$ cat src/rtl/mpa_pkg.sv
`timescale 1ns / 1ps
// ----------------------------------------------------------------------------
// mpa_pkg: shared types and constants for the max pooling argmax unit
// Item formats, geometry widths, register indexes and the control bundle
// between the sequencer and the datapath.
// ----------------------------------------------------------------------------
package mpa_pkg;

    localparam int MAX_DIMS      = 4;
    localparam int DIM_W         = 2;
    localparam int DIMC_W        = 3;
    localparam int WIN_W         = 4;
    localparam int EXT_W         = 12;
    localparam int SAMPLE_W      = 16;
    localparam int IDX_W         = 6;
    localparam int LOC_W         = 24;
    localparam int SLAB_AW       = 12;
    localparam int SLAB_DEPTH    = 4096;
    localparam int ELEMS_W       = 16;
    localparam int MAX_WIN_ELEMS = 64;
    localparam int CFG_W         = 48;
    localparam int CFG_IDX_W     = 2;
    localparam int BITCNT_W      = 4;
    localparam int ENTRY_W       = SAMPLE_W + IDX_W;

    typedef logic [DIM_W-1:0]           dim_t;
    typedef logic [DIMC_W-1:0]          dimc_t;
    typedef logic [WIN_W-1:0]           win_t;
    typedef logic [EXT_W-1:0]           ext_t;
    typedef logic signed [SAMPLE_W-1:0] sample_t;
    typedef logic [IDX_W-1:0]           idx_t;
    typedef logic [LOC_W-1:0]           loc_t;
    typedef logic [SLAB_AW-1:0]         slab_addr_t;
    typedef logic [ELEMS_W-1:0]         elems_t;
    typedef logic [BITCNT_W-1:0]        bitcnt_t;
    typedef logic [ENTRY_W-1:0]         entry_t;

    localparam logic [CFG_IDX_W-1:0] CFG_DIM_COUNT    = 2'd0;
    localparam logic [CFG_IDX_W-1:0] CFG_WINDOW_SIZES = 2'd1;
    localparam logic [CFG_IDX_W-1:0] CFG_INPUT_SIZES  = 2'd2;

    localparam logic [DIMC_W-1:0] DIM_COUNT_RST    = 3'd2;
    localparam logic [15:0]       WINDOW_SIZES_RST = 16'd34;
    localparam logic [CFG_W-1:0]  INPUT_SIZES_RST  = 48'd68736368668;

    localparam logic OP_FORWARD   = 1'b0;
    localparam logic OP_BACKWARD  = 1'b1;
    localparam logic KIND_MAX     = 1'b0;
    localparam logic KIND_SCATTER = 1'b1;

    typedef struct packed {
        logic    operation;
        sample_t sample;
        idx_t    winner_index;
        logic    map_end;
    } in_item_t;

    typedef struct packed {
        logic    kind;
        sample_t result_value;
        idx_t    result_index;
        loc_t    location;
        logic    run_end;
    } out_item_t;

    typedef struct packed {
        logic accept;
        logic dec_begin;
        logic dec_load;
        logic dec_step;
        logic dec_store;
        logic dec_bterm;
        logic dec_done;
        logic fwd_commit;
        logic bwd_emit;
        logic bwd_skip;
        dim_t dim;
    } ctrl_cmd_t;

    typedef struct packed {
        logic stale;
        logic operation;
        logic usable;
        logic fwd_emit;
        logic bwd_last;
        logic out_free;
    } ctrl_status_t;

endpackage

$ cat src/rtl/mpa_ctrl.sv
`timescale 1ns / 1ps
// ----------------------------------------------------------------------------
// mpa_ctrl: sequencer for decode, forward update and backward scatter
// Owns the input handshake and steps the datapath through each request.
// ----------------------------------------------------------------------------
module mpa_ctrl
(
    input  logic                  clk,
    input  logic                  rst_n,
    input  logic                  in_valid,
    output logic                  in_ready,
    input  mpa_pkg::ctrl_status_t status,
    output mpa_pkg::ctrl_cmd_t    cmd
);

    typedef enum logic [2:0]
    {
        ST_IDLE,
        ST_DEC_LOAD,
        ST_DEC_DIV,
        ST_DEC_STORE,
        ST_DEC_BTERM,
        ST_FWD,
        ST_BWD
    } state_t;

    state_t           state_reg, state_next;
    mpa_pkg::dim_t    dim_reg, dim_next;
    mpa_pkg::bitcnt_t bit_reg, bit_next;

    always_comb
    begin
        state_next = state_reg;
        dim_next   = dim_reg;
        bit_next   = bit_reg;
        cmd        = '0;
        cmd.dim    = dim_reg;
        in_ready   = 1'b0;
        unique case (state_reg)
            ST_IDLE:
            begin
                if (status.stale)
                begin
                    cmd.dec_begin = 1'b1;
                    dim_next      = '0;
                    state_next    = ST_DEC_LOAD;
                end
                else
                begin
                    in_ready = 1'b1;
                    if (in_valid)
                    begin
                        cmd.accept = 1'b1;
                        state_next = (status.operation == mpa_pkg::OP_BACKWARD)
                                     ? ST_BWD : ST_FWD;
                    end
                end
            end
            ST_DEC_LOAD:
            begin
                cmd.dec_load = 1'b1;
                bit_next     = '0;
                state_next   = ST_DEC_DIV;
            end
            ST_DEC_DIV:
            begin
                cmd.dec_step = 1'b1;
                bit_next     = bit_reg + 1'b1;
                if (bit_reg == mpa_pkg::bitcnt_t'(mpa_pkg::EXT_W - 1))
                    state_next = ST_DEC_STORE;
            end
            ST_DEC_STORE:
            begin
                cmd.dec_store = 1'b1;
                state_next    = ST_DEC_BTERM;
            end
            ST_DEC_BTERM:
            begin
                cmd.dec_bterm = 1'b1;
                if (dim_reg == mpa_pkg::dim_t'(mpa_pkg::MAX_DIMS - 1))
                begin
                    cmd.dec_done = 1'b1;
                    state_next   = ST_IDLE;
                end
                else
                begin
                    dim_next   = dim_reg + 1'b1;
                    state_next = ST_DEC_LOAD;
                end
            end
            ST_FWD:
            begin
                if (!status.fwd_emit || status.out_free)
                begin
                    cmd.fwd_commit = 1'b1;
                    state_next     = ST_IDLE;
                end
            end
            ST_BWD:
            begin
                if (!status.usable)
                begin
                    cmd.bwd_skip = 1'b1;
                    state_next   = ST_IDLE;
                end
                else if (status.out_free)
                begin
                    cmd.bwd_emit = 1'b1;
                    if (status.bwd_last)
                        state_next = ST_IDLE;
                end
            end
            default:
                state_next = ST_IDLE;
        endcase
    end

    always_ff @(posedge clk or negedge rst_n)
    begin
        if (!rst_n)
        begin
            state_reg <= ST_IDLE;
            dim_reg   <= '0;
            bit_reg   <= '0;
        end
        else
        begin
            state_reg <= state_next;
            dim_reg   <= dim_next;
            bit_reg   <= bit_next;
        end
    end

endmodule

$ cat config.mk
export PLATFORM = sky130hd
export DESIGN_NAME = mpa_ctrl
export DESIGN_NICKNAME = d
export VERILOG_FILES = /design/src/rtl/mpa_pkg.sv /design/src/rtl/mpa_ctrl.sv
export SDC_FILE = /design/constraint.sdc
export NUM_CORES = 1
export LEC_CHECK = 0
export CAP_MARGIN = 25
export CORE_MARGIN = 8
export CORE_UTILIZATION = 25
export CTS_CLUSTER_SIZE = 14
export DETAILED_ROUTE_END_ITERATION = 12
export DONT_BUFFER_PORTS = 1
export PLACE_DENSITY_LB_ADDON = 0.3
export SYNTH_ARGS = -nofsm -noshare
export SYNTH_HDL_FRONTEND = slang
export SYNTH_SLANG_ARGS = --single-unit
$ cat constraint.sdc
create_clock -name clk -period 1.5 [get_ports clk]
set_input_delay 0.225 -clock clk [delete_from_list [all_inputs] [get_ports clk]]
set_output_delay 0.225 -clock clk [all_outputs]
set_load 0.02 [all_outputs]
[Yosys cells after proc, flatten, opt, wreduce, memory -nomap -nowiden]
Index checks and enable logic that the tools add are counted.
Word-level totals
  input bits: 9
  register bits: 9
  logic and storage cells: 58
  output and inout bits: 13
Cells by class
  reductions and logical operators: 7
  $add $sub $neg: 2
  eq/ne operators: 15
  muxes and demuxes: 31
Operator list (count)
  two-way mux 3 bit: 7
  one-hot mux 3 bit (7 select lines): 1
  two-way mux 1 bit: 15
  two-way mux 2 bit: 6
  equality test 3 bit (second input constant): 3
  != test 3 bit (second input constant): 3
  != test 2 bit (second input constant): 4
  one-hot mux 4 bit (2 select lines): 1
  equality test 3 x 2 -> 1 bit (second input constant): 2
  AND reduction 5 bit: 1
  adder 4 x 1 -> 4 bit (second input constant): 1
  equality test 4 bit (second input constant): 1
  one-hot mux 2 bit (2 select lines): 1
  nonzero test 2 bit: 2
  equality test 3 x 1 -> 1 bit (second input constant): 1
  zero test 3 bit: 1
  AND reduction 3 bit: 1
  adder 2 x 1 -> 2 bit (second input constant): 1
  equality test 2 bit (second input constant): 1
  zero test 1 bit: 1
  logical OR 1 bit: 1

[Logic depth before layout (Yosys ltp)]
Gate-level depths: netlist (run 1).
  depth after elaboration: 4
  mapped depth: 5
  gate-level depth less buffers: 4

[Least setup slack after synthesis (run 1)]
Ideal clock, no wire load.
  path type: flip-flop to output port
  start: register state_reg[1]
  end: output cmd[11] (netlist bit)
  path buffers: 1
  required time: 1.275 ns
  setup slack: -0.330 ns
  arrival time: 1.605 ns
  cell stages (with the launch flop): 4
  cells stage by stage: dfrtp_1 buf_4 nor4_1 and2_1
RTL lines
  start: declaration: line mpa_ctrl.sv:27  | state_t state_reg, state_next;
  start signal: assignment: line mpa_ctrl.sv:128  | state_reg <= state_next;
  end: declaration: line mpa_ctrl.sv:13  | output mpa_pkg::ctrl_cmd_t cmd

==> flow_summary_export.csv, run 1 <==
group,metric,value,unit
status,status,"complete, but fails checks",
status,violations,"negative setup slack",
setup_path,cp_cell_sequence,"or4b_4 > inv_4",
floorplanning,dieArea,4380,sq um
route,drc,0,
synth,synth_area_per_cell,9.83,sq um
power_and_ir_drop,power.density,2030,nW/um^2
clocking,cts_buffers,3,
final_layout,antennaDiodeCount,0,
power_and_ir_drop,p_leak,0.000405,uW
setup_path,rr_worst_depth,4,
sta,layout_min_cycle_time,1590,ps
final_layout,fin_cells,115,
synth,ys_async_sr_fraction,100,%
floorplanning,rows,18,
global_route,grt_start_max_net_pins,14,
route,wl_per_cell,13.6,um
setup_path,reg2reg_slack,90,ps
min_path,hp-start,"status[0]",
final_layout,drive_gt1_share,44.7,%
min_path,hold-path-cell-count,2,
synth,synth_edf_count,0,
sta,whs,149,ps
clocking,clk_latency,260,ps
final_layout,largest_reg_flops,4,
route,drtAntennaViolNets,0,
clocking,cts_root_buf,"clkbuf_4",
setup_path,rr_endpoint,"dim_reg[1]",
sta,max_freq,631,MHz
final_layout,final.fill_count,247,
sta,slew_violations,0,
min_path,hold_class,"input pin to flop",
place,dpl.hpwl,1220,um
floorplanning,die_w,66.2,um
global_route,antenna_found_initial,0,
sta,setup_viol,5,
synth,synth_ff_type,"dfrtp_1",
place,io_buffers,0,
route,first_iter_violations,46,
global_route,track_usage,7.98,%
floorplanning,die_y,66.2,um
place,dp_slack,106,ps
place,gp_congestion,0.746,
place,dp_cells,104,
setup_path,startpoint_type,"flop",
synth,yosysWarnings,0,
setup_path,cpPeakStageDelay,570,ps
final_layout,final_util,37.0,%
sta,finalCritPeriodShare,106,%
clocking,htree_num_levels,1,
floorplanning,initial_core_util,25.9,%
synth,syn_inst,64,
route,vias_per_cell,4.78,
setup_path,cp_slowest_cell,"or4b_4",
sta,finClkSkew,5.94,ps
global_route,gr-total-overflow,0,
synth,synth.net_count,75,
setup_path,critPathMaxFanout,4,
sta,tns,-167,ps
power_and_ir_drop,ir_drop,836,uV
setup_path,critPathArrivalTime,1360,ps
clocking,clkTransAtPathRegs,70,ps
setup_path,r2r-start,"state_reg[0]",
route,vias,550,
final_layout,fin_nets,97,
route,wirelength,1570,um
floorplanning,coreArea,2430,sq um
clocking,cts_tree,"built",
synth,syn_area,629,sq um
global_route,grt_pass1_vias,585,
sta,worst_pin_slew,425,ps
sta,finalWorstSetupSlack,-85.0,ps
job,maxCapViolCount,0,
sta,slew_headroom,71.6,%
clocking,cts_buffer_depth,2,
final_layout,area_delta_synth_final,43.1,%
setup_path,crit_type,"flop to output pin",
setup_path,crit_required,1270,ps
clocking,cts.sinks,9,
synth,yosysSeqAreaShare,35.8,%
route,first_pass_iters,2,
min_path,min_to,"state_reg[1]",
global_route,grt_pass1_wl,2770,um
synth,synth.distinct_cells,37,
sta,rsz0062_at_grt,"yes",
setup_path,cp-end-kind,"output pin",
floorplanning,pin_count,22,
synth,ys_ff_latch,9,
sta,hold_viol_final,0,
## placed cells by master (no fill, tap or decap), types with 2 or more instances in the layout
| cell | n |
|---|---|
| buf_4 | 15 |
| dfrtp_1 | 7 |
| nand2_1 | 5 |
| buf_6 | 5 |
| nor3b_4 | 3 |
| inv_1 | 3 |
| a21oi_1 | 3 |
| clkbuf_4 | 3 |
| and2_4 | 2 |
| nor2_1 | 2 |
| mux2i_1 | 2 |
| a22o_1 | 2 |
| o21ai_1 | 2 |
| ha_1 | 2 |
| dfrtp_2 | 2 |
## critical path, delay by kind of cell, from the launching register on
| kind | cells | cell delay, ps |
|---|---|---|
| buf+inv | 1 | 100 |
| flops | 1 | 430 |
| simple gates | 1 | 570 |
## routing by layer
| layer | wire length [um] | vias up | track usage, % |
|---|---|---|---|
| met1 | 671 | 254 | 9.78 |
| met2 | 716 | 18 | 11.8 |
| met4 | 20 | 0 | 4.00 |
| met5 | 0 | - | 0 |
| met3 | 160 | 2 | 3.05 |
| li1 | - | 276 | - |
## synthesized netlist by cell type, drive strengths merged, types with 2 or more instances
master | number | area share [%]
a21oi | 3 | 2.4
nand2 | 5 | 3.0
buf | 4 | 5.0
a22o | 2 | 2.8
nor3b | 5 | 8.5
o21ai | 2 | 1.6
ha | 2 | 4.0
dfrtp | 9 | 36
and2 | 2 | 2.0
nor4b | 3 | 5.2
mux2i | 2 | 3.2
nor2 | 2 | 1.2
inv | 5 | 3.0
## worst max path at each step
stage,startpoint,endpoint,slack [ps]
5_1_grt,state_reg[0],cmd[10],-120
3_3_place_gp,state_reg[1],cmd[10],130
2_1_floorplan,state_reg[1],cmd[11],-60
4_1_cts,state_reg[0],cmd[10],-100
6_report,state_reg[0],cmd[10],-90
3_5_place_dp,state_reg[0],cmd[10],110
## cell families after synthesis
kind of cell	count (synthesis)	synth area share (%)
AOI/OAI and AO/OA	14	15.3
DFF	9	35.8
muxes	2	3.18
xor gates and xnor gates	1	1.39
and+or+nand+nor	27	32.4
adders and majority gates	2	3.98
buffers and inverters	9	7.95
## where the power goes
| part | switching [uW] | internal (uW) |
|---|---|---|
| Combinational | 588 | 594 |
| Sequential | 107 | 351 |
| Clock | 88.3 | 103 |
| Total | 783 | 1050 |
## timing repair
action                                  4_1_cts  5_1_grt
gates cloned                                  0        0
gates resized for setup                      12        8
hold buffers                                  1        0
endpoints found under the setup margin       11       11
endpoints found under the hold margin         9        0
pin swaps                                     3        3
setup buffers                                 6        0
## cell type report
cell class              count  area, sq um  share of cell area, %
clock buffers               4         26.3                   2.92
well taps                  30         37.5                   4.17
flip-flops and latches      9          228                   25.3
repair buffers             21          179                   19.9
multi-input cells          46          404                   44.9
inverters                   5         26.3                   2.92
## through the flow
step	power (uW)	cell area [sq um]
4_1_cts	1770	865
5_1_grt	1980	901
3_5_place_dp	1390	758
3_3_place_gp	1380	758
6_report	1830	901
2_1_floorplan	1130	647
Power figures use the tool's default switching activity.
==> run 2, diff against run 1 <==
--- a/config.mk
+++ b/config.mk
@@ -7,7 +7,7 @@
 export LEC_CHECK = 0
 export CAP_MARGIN = 25
 export CORE_MARGIN = 8
-export CORE_UTILIZATION = 25
+export CORE_UTILIZATION = 36
 export CTS_CLUSTER_SIZE = 14
 export DETAILED_ROUTE_END_ITERATION = 12
 export DONT_BUFFER_PORTS = 1
==> run 2 against run 1 <==
  * The flow still finishes with violations (negative setup slack)
  * Sequential share of layout area grew 1.5 points
  * First-iteration DRC count shrank 78%
  * Core utilization grew 13 points
  * Maximum frequency grew 0.14%
  * Final cell count shrank 13%
  * Setup slack gained 2.3 ps
  * Sequential power shrank 1%
  * Count of clock-buffer cells in the layout is the same
  * Via count grew 3.8%
  * Combinational power shrank 7%
==> flow_summary_export.csv, run 2 (synthesis results as in run 1) <==
group,metric,value,unit
power_and_ir_drop,fin_total_pwr,1750,uW
floorplanning,die_w,57.8,um
clocking,cts_buffer_depth,2,
route,wl_per_cell,15.5,um
global_route,grt_pass1_wl,2660,um
floorplanning,pin_count,22,
place,dp_cells,91,
final_layout,final_util,50.0,%
power_and_ir_drop,pwr-share-seq,25.9,%
sta,finalWorstSetupSlack,-82.7,ps
global_route,gr-total-overflow,0,
final_layout,finish.instance_area,845,sq um
floorplanning,dieArea,3340,sq um
min_path,hold_class,"input pin to flop",
sta,hold_viol_final,0,
route,first_iter_violations,10,
place,gp_congestion,0.727,
setup_path,rr_worst_depth,5,
final_layout,mostFrequentLayoutCells,"buf_4 (15), dfrtp_1 (8), nand2_1 (5)",
power_and_ir_drop,pwr-share-comb,63.2,%
route,wirelength,1550,um
final_layout,drive_gt1_share,41.0,%
power_and_ir_drop,power.density,2070,nW/um^2
power_and_ir_drop,switchingPower,740,uW
global_route,antenna_found_initial,0,
status,violations,"negative setup slack",
route,drc,0,
setup_path,critPathMaxFanout,4,
sta,slew_violations,0,
route,first_pass_iters,4,
clocking,cts_root_buf,"clkbuf_4",
floorplanning,initial_core_util,37.3,%
final_layout,largest_reg_flops,4,
sta,slew_headroom,71.7,%
route,vias_per_cell,5.71,
floorplanning,die_y,57.8,um
floorplanning,rows,15,
final_layout,antennaDiodeCount,0,
job,maxCapViolCount,0,
power_and_ir_drop,p_leak,0.000392,uW
power_and_ir_drop,power.internal,1010,uW
clocking,htree_num_levels,1,
global_route,grt_pass1_vias,588,
global_route,track_usage,10.2,%
setup_path,crit_required,1270,ps
setup_path,critPathArrivalTime,1360,ps
clocking,cts.sinks,9,
setup_path,cp-end-kind,"output pin",
min_path,hp-start,"status[0]",
status,status,"complete, but fails checks",
power_and_ir_drop,switching_share,42.4,%
clocking,clkTransAtPathRegs,60,ps
place,dpl.hpwl,1100,um
final_layout,fin_nets,95,
sta,worst_pin_slew,423,ps
setup_path,crit_type,"flop to output pin",
setup_path,r2r-start,"state_reg[2]",
final_layout,fin_cells,100,
final_layout,final_common_cell,"buf_4",
sta,finalCritPeriodShare,106,%
floorplanning,coreArea,1690,sq um
clocking,cts_buffers,3,
sta,finClkSkew,1.07,ps
place,placed_area,742,sq um
route,vias,571,
route,drtAntennaViolNets,0,
clocking,clk_latency,260,ps
setup_path,startpoint_type,"flop",
sta,setup_viol,6,
global_route,grt_start_max_net_pins,12,
setup_path,crit_start,"state_reg[2]",
final_layout,area_delta_synth_final,34.2,%
setup_path,cp-endpoint,"cmd[10]",
sta,layout_min_cycle_time,1580,ps
setup_path,reg2reg_slack,90,ps
power_and_ir_drop,p_clk_share,10.8,%
sta,whs,154,ps
place,io_buffers,0,
sta,rsz0062_at_grt,"yes",
clocking,cts_tree,"built",
setup_path,rr_endpoint,"bit_reg[3]",
sta,max_freq,632,MHz
power_and_ir_drop,ir_drop,740,uV
-- run 2: cell count changes in the layout (fill, tap and decap cells not counted) --
cell and delta:
dfrtp_1 +1, buf_6 -3, nor4b_2 +1, inv_2 +1
nor3b_1 +1, buf_12 +1, dfrtp_2 -1, nor3b_4 -1
inv_6 -1, nor4b_4 -1
-- run 2: what timing repair did --
action	CTS	global route
gates cloned	0	0
pin swaps	2	2
setup buffers	3	1
hold buffers	1	0
hold endpoints to repair	9	0
gates resized for setup	8	3
endpoints found under the setup margin	7	11
-- run 2: final cells by class --
type | count | area (sq um)
tap | 17 | 21.3
fill | 168 | 845
timing repair buffer | 19 | 165
inverter | 5 | 21.3
multi-input combinational | 46 | 384
sequential | 9 | 226
clock buffer | 4 | 26.3
-- run 2: worst min path at each step --
stage | end | slack [ps] | depth (start not counted)
5_1_grt | state_reg[1] | 170 | 2
2_1_floorplan | bit_reg[0] | -70 | 0
3_5_place_dp | dim_reg[1] | -70 | 0
3_3_place_gp | dim_reg[1] | -70 | 0
6_report | state_reg[1] | 150 | 2
4_1_cts | state_reg[1] | 150 | 2
-- run 2: routing by layer --
layer	GRT usage, %	share of wire (%)	vias up
met5	0	0	-
met4	7.34	2.8	0
met3	4.19	9.4	5
met2	15.8	46	19
met1	11.0	41	272
li1	-	-	275
-- run 2: metrics by stage --
stage                     setup slack, ps  setup TNS (ps)
final                               -82.7            -182
after floorplan                     -61.0            -106
after global routing                 -127            -719
after CTS                           -73.0            -153
after global placement                131               0
after detailed placement              121               0
-- run 2: power groups by stage --
stage,clock [uW],sequential [uW],combinational (uW)
after floorplan,0,472,661
after global placement,0,450,920
after detailed placement,0,454,927
after CTS,195,452,1020
after global routing,213,469,1220
final,189,453,1100
-- run 2: worst max-delay path, cell delays in order, from the launching register on --
cell	delay (ps)
dfrtp_1	420
or4b_4	570
inv_4	100
==> run 3, diff against run 2 <==
--- a/config.mk
+++ b/config.mk
@@ -5,6 +5,7 @@
 export SDC_FILE = /design/constraint.sdc
 export NUM_CORES = 1
 export LEC_CHECK = 0
+export ABC_AREA = 1
 export CAP_MARGIN = 25
 export CORE_MARGIN = 8
 export CORE_UTILIZATION = 36
@@ -12,6 +13,7 @@
 export DETAILED_ROUTE_END_ITERATION = 12
 export DONT_BUFFER_PORTS = 1
 export PLACE_DENSITY_LB_ADDON = 0.3
+export SLEW_MARGIN = 20
 export SYNTH_ARGS = -nofsm -noshare
 export SYNTH_HDL_FRONTEND = slang
 export SYNTH_SLANG_ARGS = --single-unit
==> run 3 against run 2 <==
  * The run still ends with negative setup slack left
  * Global-route usage increased by 0.36 points
  * Clock power grew 5%
  * Core utilization increased by 0.94 points
  * Sequential share of layout area increased by 0.097 points
  * Setup slack better by 80 ps
  * Sequential power down 3%
  * Non-clock buffer count is 4 lower
  * Synthesized cell count rose by 34%
  * Final cell count grew 21%
==> flow_summary_export.csv, run 3 <==
group,metric,value,unit
setup_path,critPathMaxFanout,4,
setup_path,critPathArrivalTime,1280,ps
power_and_ir_drop,pwr-share-seq,24.7,%
synth,synthSimpleGateAreaFrac,36.9,%
synth,synth_top_family_by_area,"simple AND/OR/NAND/NOR gates",
sta,hold_viol_final,0,
synth,synth_area_leaders,"dfrtp_1 (36%), nand2_1 (11%), nand3_1 (8.9%)",
route,first_pass_iters,4,
job,maxCapViolCount,0,
synth,muxShareOfSynthArea,1.61,%
power_and_ir_drop,switching_share,50.1,%
sta,worst_pin_slew,414,ps
global_route,grt_start_max_net_pins,10,
clocking,cts_tree,"built",
final_layout,antennaDiodeCount,0,
setup_path,crit_required,1270,ps
synth,synth_ff_type,"dfrtp_1",
clocking,cts_buffer_depth,2,
route,vias,626,
synth,yosysMostFrequentCell,"nand2_1",
route,drc,0,
synth,ys_async_sr_fraction,100,%
floorplanning,pin_count,22,
synth,synth_area_per_cell,7.22,sq um
floorplanning,die_y,57.5,um
clocking,cts_root_buf,"clkbuf_4",
power_and_ir_drop,switchingPower,887,uW
setup_path,cp-end-kind,"output pin",
setup_path,crit_type,"flop to output pin",
route,wl_per_cell,14.0,um
route,first_iter_violations,10,
sta,slew_headroom,72.3,%
sta,finalWorstSetupSlack,-2.85,ps
place,placed_area,691,sq um
final_layout,drive_gt1_share,39.4,%
synth,synth.net_count,97,
power_and_ir_drop,power.internal,885,uW
synth,yosysTopAreaCell,"dfrtp_1",
status,status,"complete, but fails checks",
sta,layout_min_cycle_time,1500,ps
synth,ys_ff_latch,9,
floorplanning,initial_core_util,37.2,%
min_path,hold_class,"input pin to flop",
power_and_ir_drop,p_clk_share,11.2,%
route,vias_per_cell,5.17,
floorplanning,die_w,57.5,um
sta,max_freq,665,MHz
sta,rsz0062_at_grt,"yes",
synth,synth_common_cells,"nand2_1 (18), inv_1 (11), nand3_1 (11)",
min_path,hold-path-cell-count,3,
setup_path,rr_worst_depth,10,
place,dpl.hpwl,1180,um
power_and_ir_drop,ir_drop,966,uV
final_layout,final_common_cell,"nand2_1",
power_and_ir_drop,power.density,2080,nW/um^2
final_layout,mostFrequentLayoutCells,"nand2_1 (14), nand3_1 (11), buf_4 (10), inv_1 (9), nor2_1 (8)",
place,gp_congestion,0.888,
clocking,htree_num_levels,1,
floorplanning,dieArea,3310,sq um
synth,synth-compound-area-share,7.46,%
clocking,cts_buffers,3,
final_layout,largest_reg_flops,4,
synth,synthAdderAreaFrac,4.03,%
final_layout,fin_cells,121,
sta,whs,268,ps
clocking,clk_latency,270,ps
sta,finalCritPeriodShare,100,%
synth,yosysSeqAreaShare,36.3,%
synth,synth_top_area_share,36.3,%
final_layout,finish.instance_area,851,sq um
place,dp_cells,110,
status,violations,"negative setup slack",
final_layout,fin_nets,116,
global_route,gr-total-overflow,0,
floorplanning,coreArea,1670,sq um
place,io_buffers,0,
global_route,grt_pass1_vias,663,
route,drtAntennaViolNets,0,
global_route,track_usage,10.6,%
power_and_ir_drop,pwr-share-comb,64.0,%
synth,syn_area,621,sq um
clocking,clkTransAtPathRegs,70,ps
synth,syn_inst,86,
synth,synth_edf_count,0,
clocking,cts.sinks,9,
global_route,grt_pass1_wl,2730,um
synth,synth.distinct_cells,20,
floorplanning,rows,15,
power_and_ir_drop,p_leak,0.000437,uW
setup_path,startpoint_type,"flop",
synth,yosysWarnings,0,
final_layout,area_delta_synth_final,37.1,%
route,wirelength,1690,um
global_route,antenna_found_initial,0,
sta,slew_violations,0,
sta,finClkSkew,4.59,ps
sta,setup_viol,1,
synth,synth_xor_area_share,2.82,%
## run 3: cell count changes in the layout (fill, tap and decap cells not counted), sizes merged, moves of 5 or more
cell	previous run	this run
nor3b	5	0
nand3	1	12
nand2	5	20
nor2	2	13
inv	5	15
## run 3: cells by family after synthesis
family	after synthesis
DFF	9
and+or+nand+nor	48
muxes	1
adders and majority gates	2
buffers and inverters	16
xor gates and xnor gates	2
AOI/OAI and AO/OA	8
## run 3: worst paths after layout
kind                              startpoint            to  slack [ps]
worst max-delay path            state_reg[0]        cmd[4]          -3
worst min register to register    bit_reg[1]    bit_reg[1]         540
worst max register to register  state_reg[0]  state_reg[0]         130
worst min-delay path               status[3]  state_reg[2]         270
min in group asynchronous              rst_n    dim_reg[0]         320
max in group asynchronous              rst_n    dim_reg[1]         870
## run 3: cell type report
cell class	instances	area, sq um
clock buffers	4	26.3
inverters	15	63.8
multi-input cells	61	380
flip-flops and latches	9	229
well taps	17	21.3
repair buffers	15	130
fillers	156	820
## run 3: power by group through the flow
| stage | Combinational, uW | Clock (uW) | Sequential [uW] |
|---|---|---|---|
| final | 1130 | 199 | 438 |
| after CTS | 971 | 199 | 431 |
| after global placement | 802 | 0 | 444 |
| after floorplan | 624 | 0 | 449 |
| after detailed placement | 810 | 0 | 446 |
| after global routing | 1240 | 215 | 448 |
## run 3: metal layers
metal / global-route usage [%] / share of wire (%) / wire [um]
met2: 17.7 / 50 / 850
met3: 3.14 / 8.1 / 137
met4: 9.64 / 2.6 / 44
met1: 10.2 / 39 / 660
met5: 0 / 0 / 0
## run 3: metrics by stage
step                      total power [uW]  utilization, %  setup slack, ps  TNS [ps]
after global placement                1250            41.3              196         0
after detailed placement              1260            41.3              151         0
after global routing                  1900            50.9            -56.4      -262
after CTS                             1600            46.7            -2.49     -2.49
final                                 1770            50.9            -2.85     -2.85
after floorplan                       1070               -             64.4         0
## run 3: timing repair
item / in CTS / in global routing
hold endpoints to repair: 9 / 0
pin swaps: 2 / 4
buffers inserted: 3 / 3
gates resized for setup: 10 / 14
hold buffers: 1 / 0
setup endpoints to repair: 5 / 7
cloned: 0 / 0
## run 3: worst max-delay path: stages, from the launching register on
cell	delay [ps]
dfrtp_2	400
buf_6	140
inv_6	40
nor4_4	250
buf_4	180
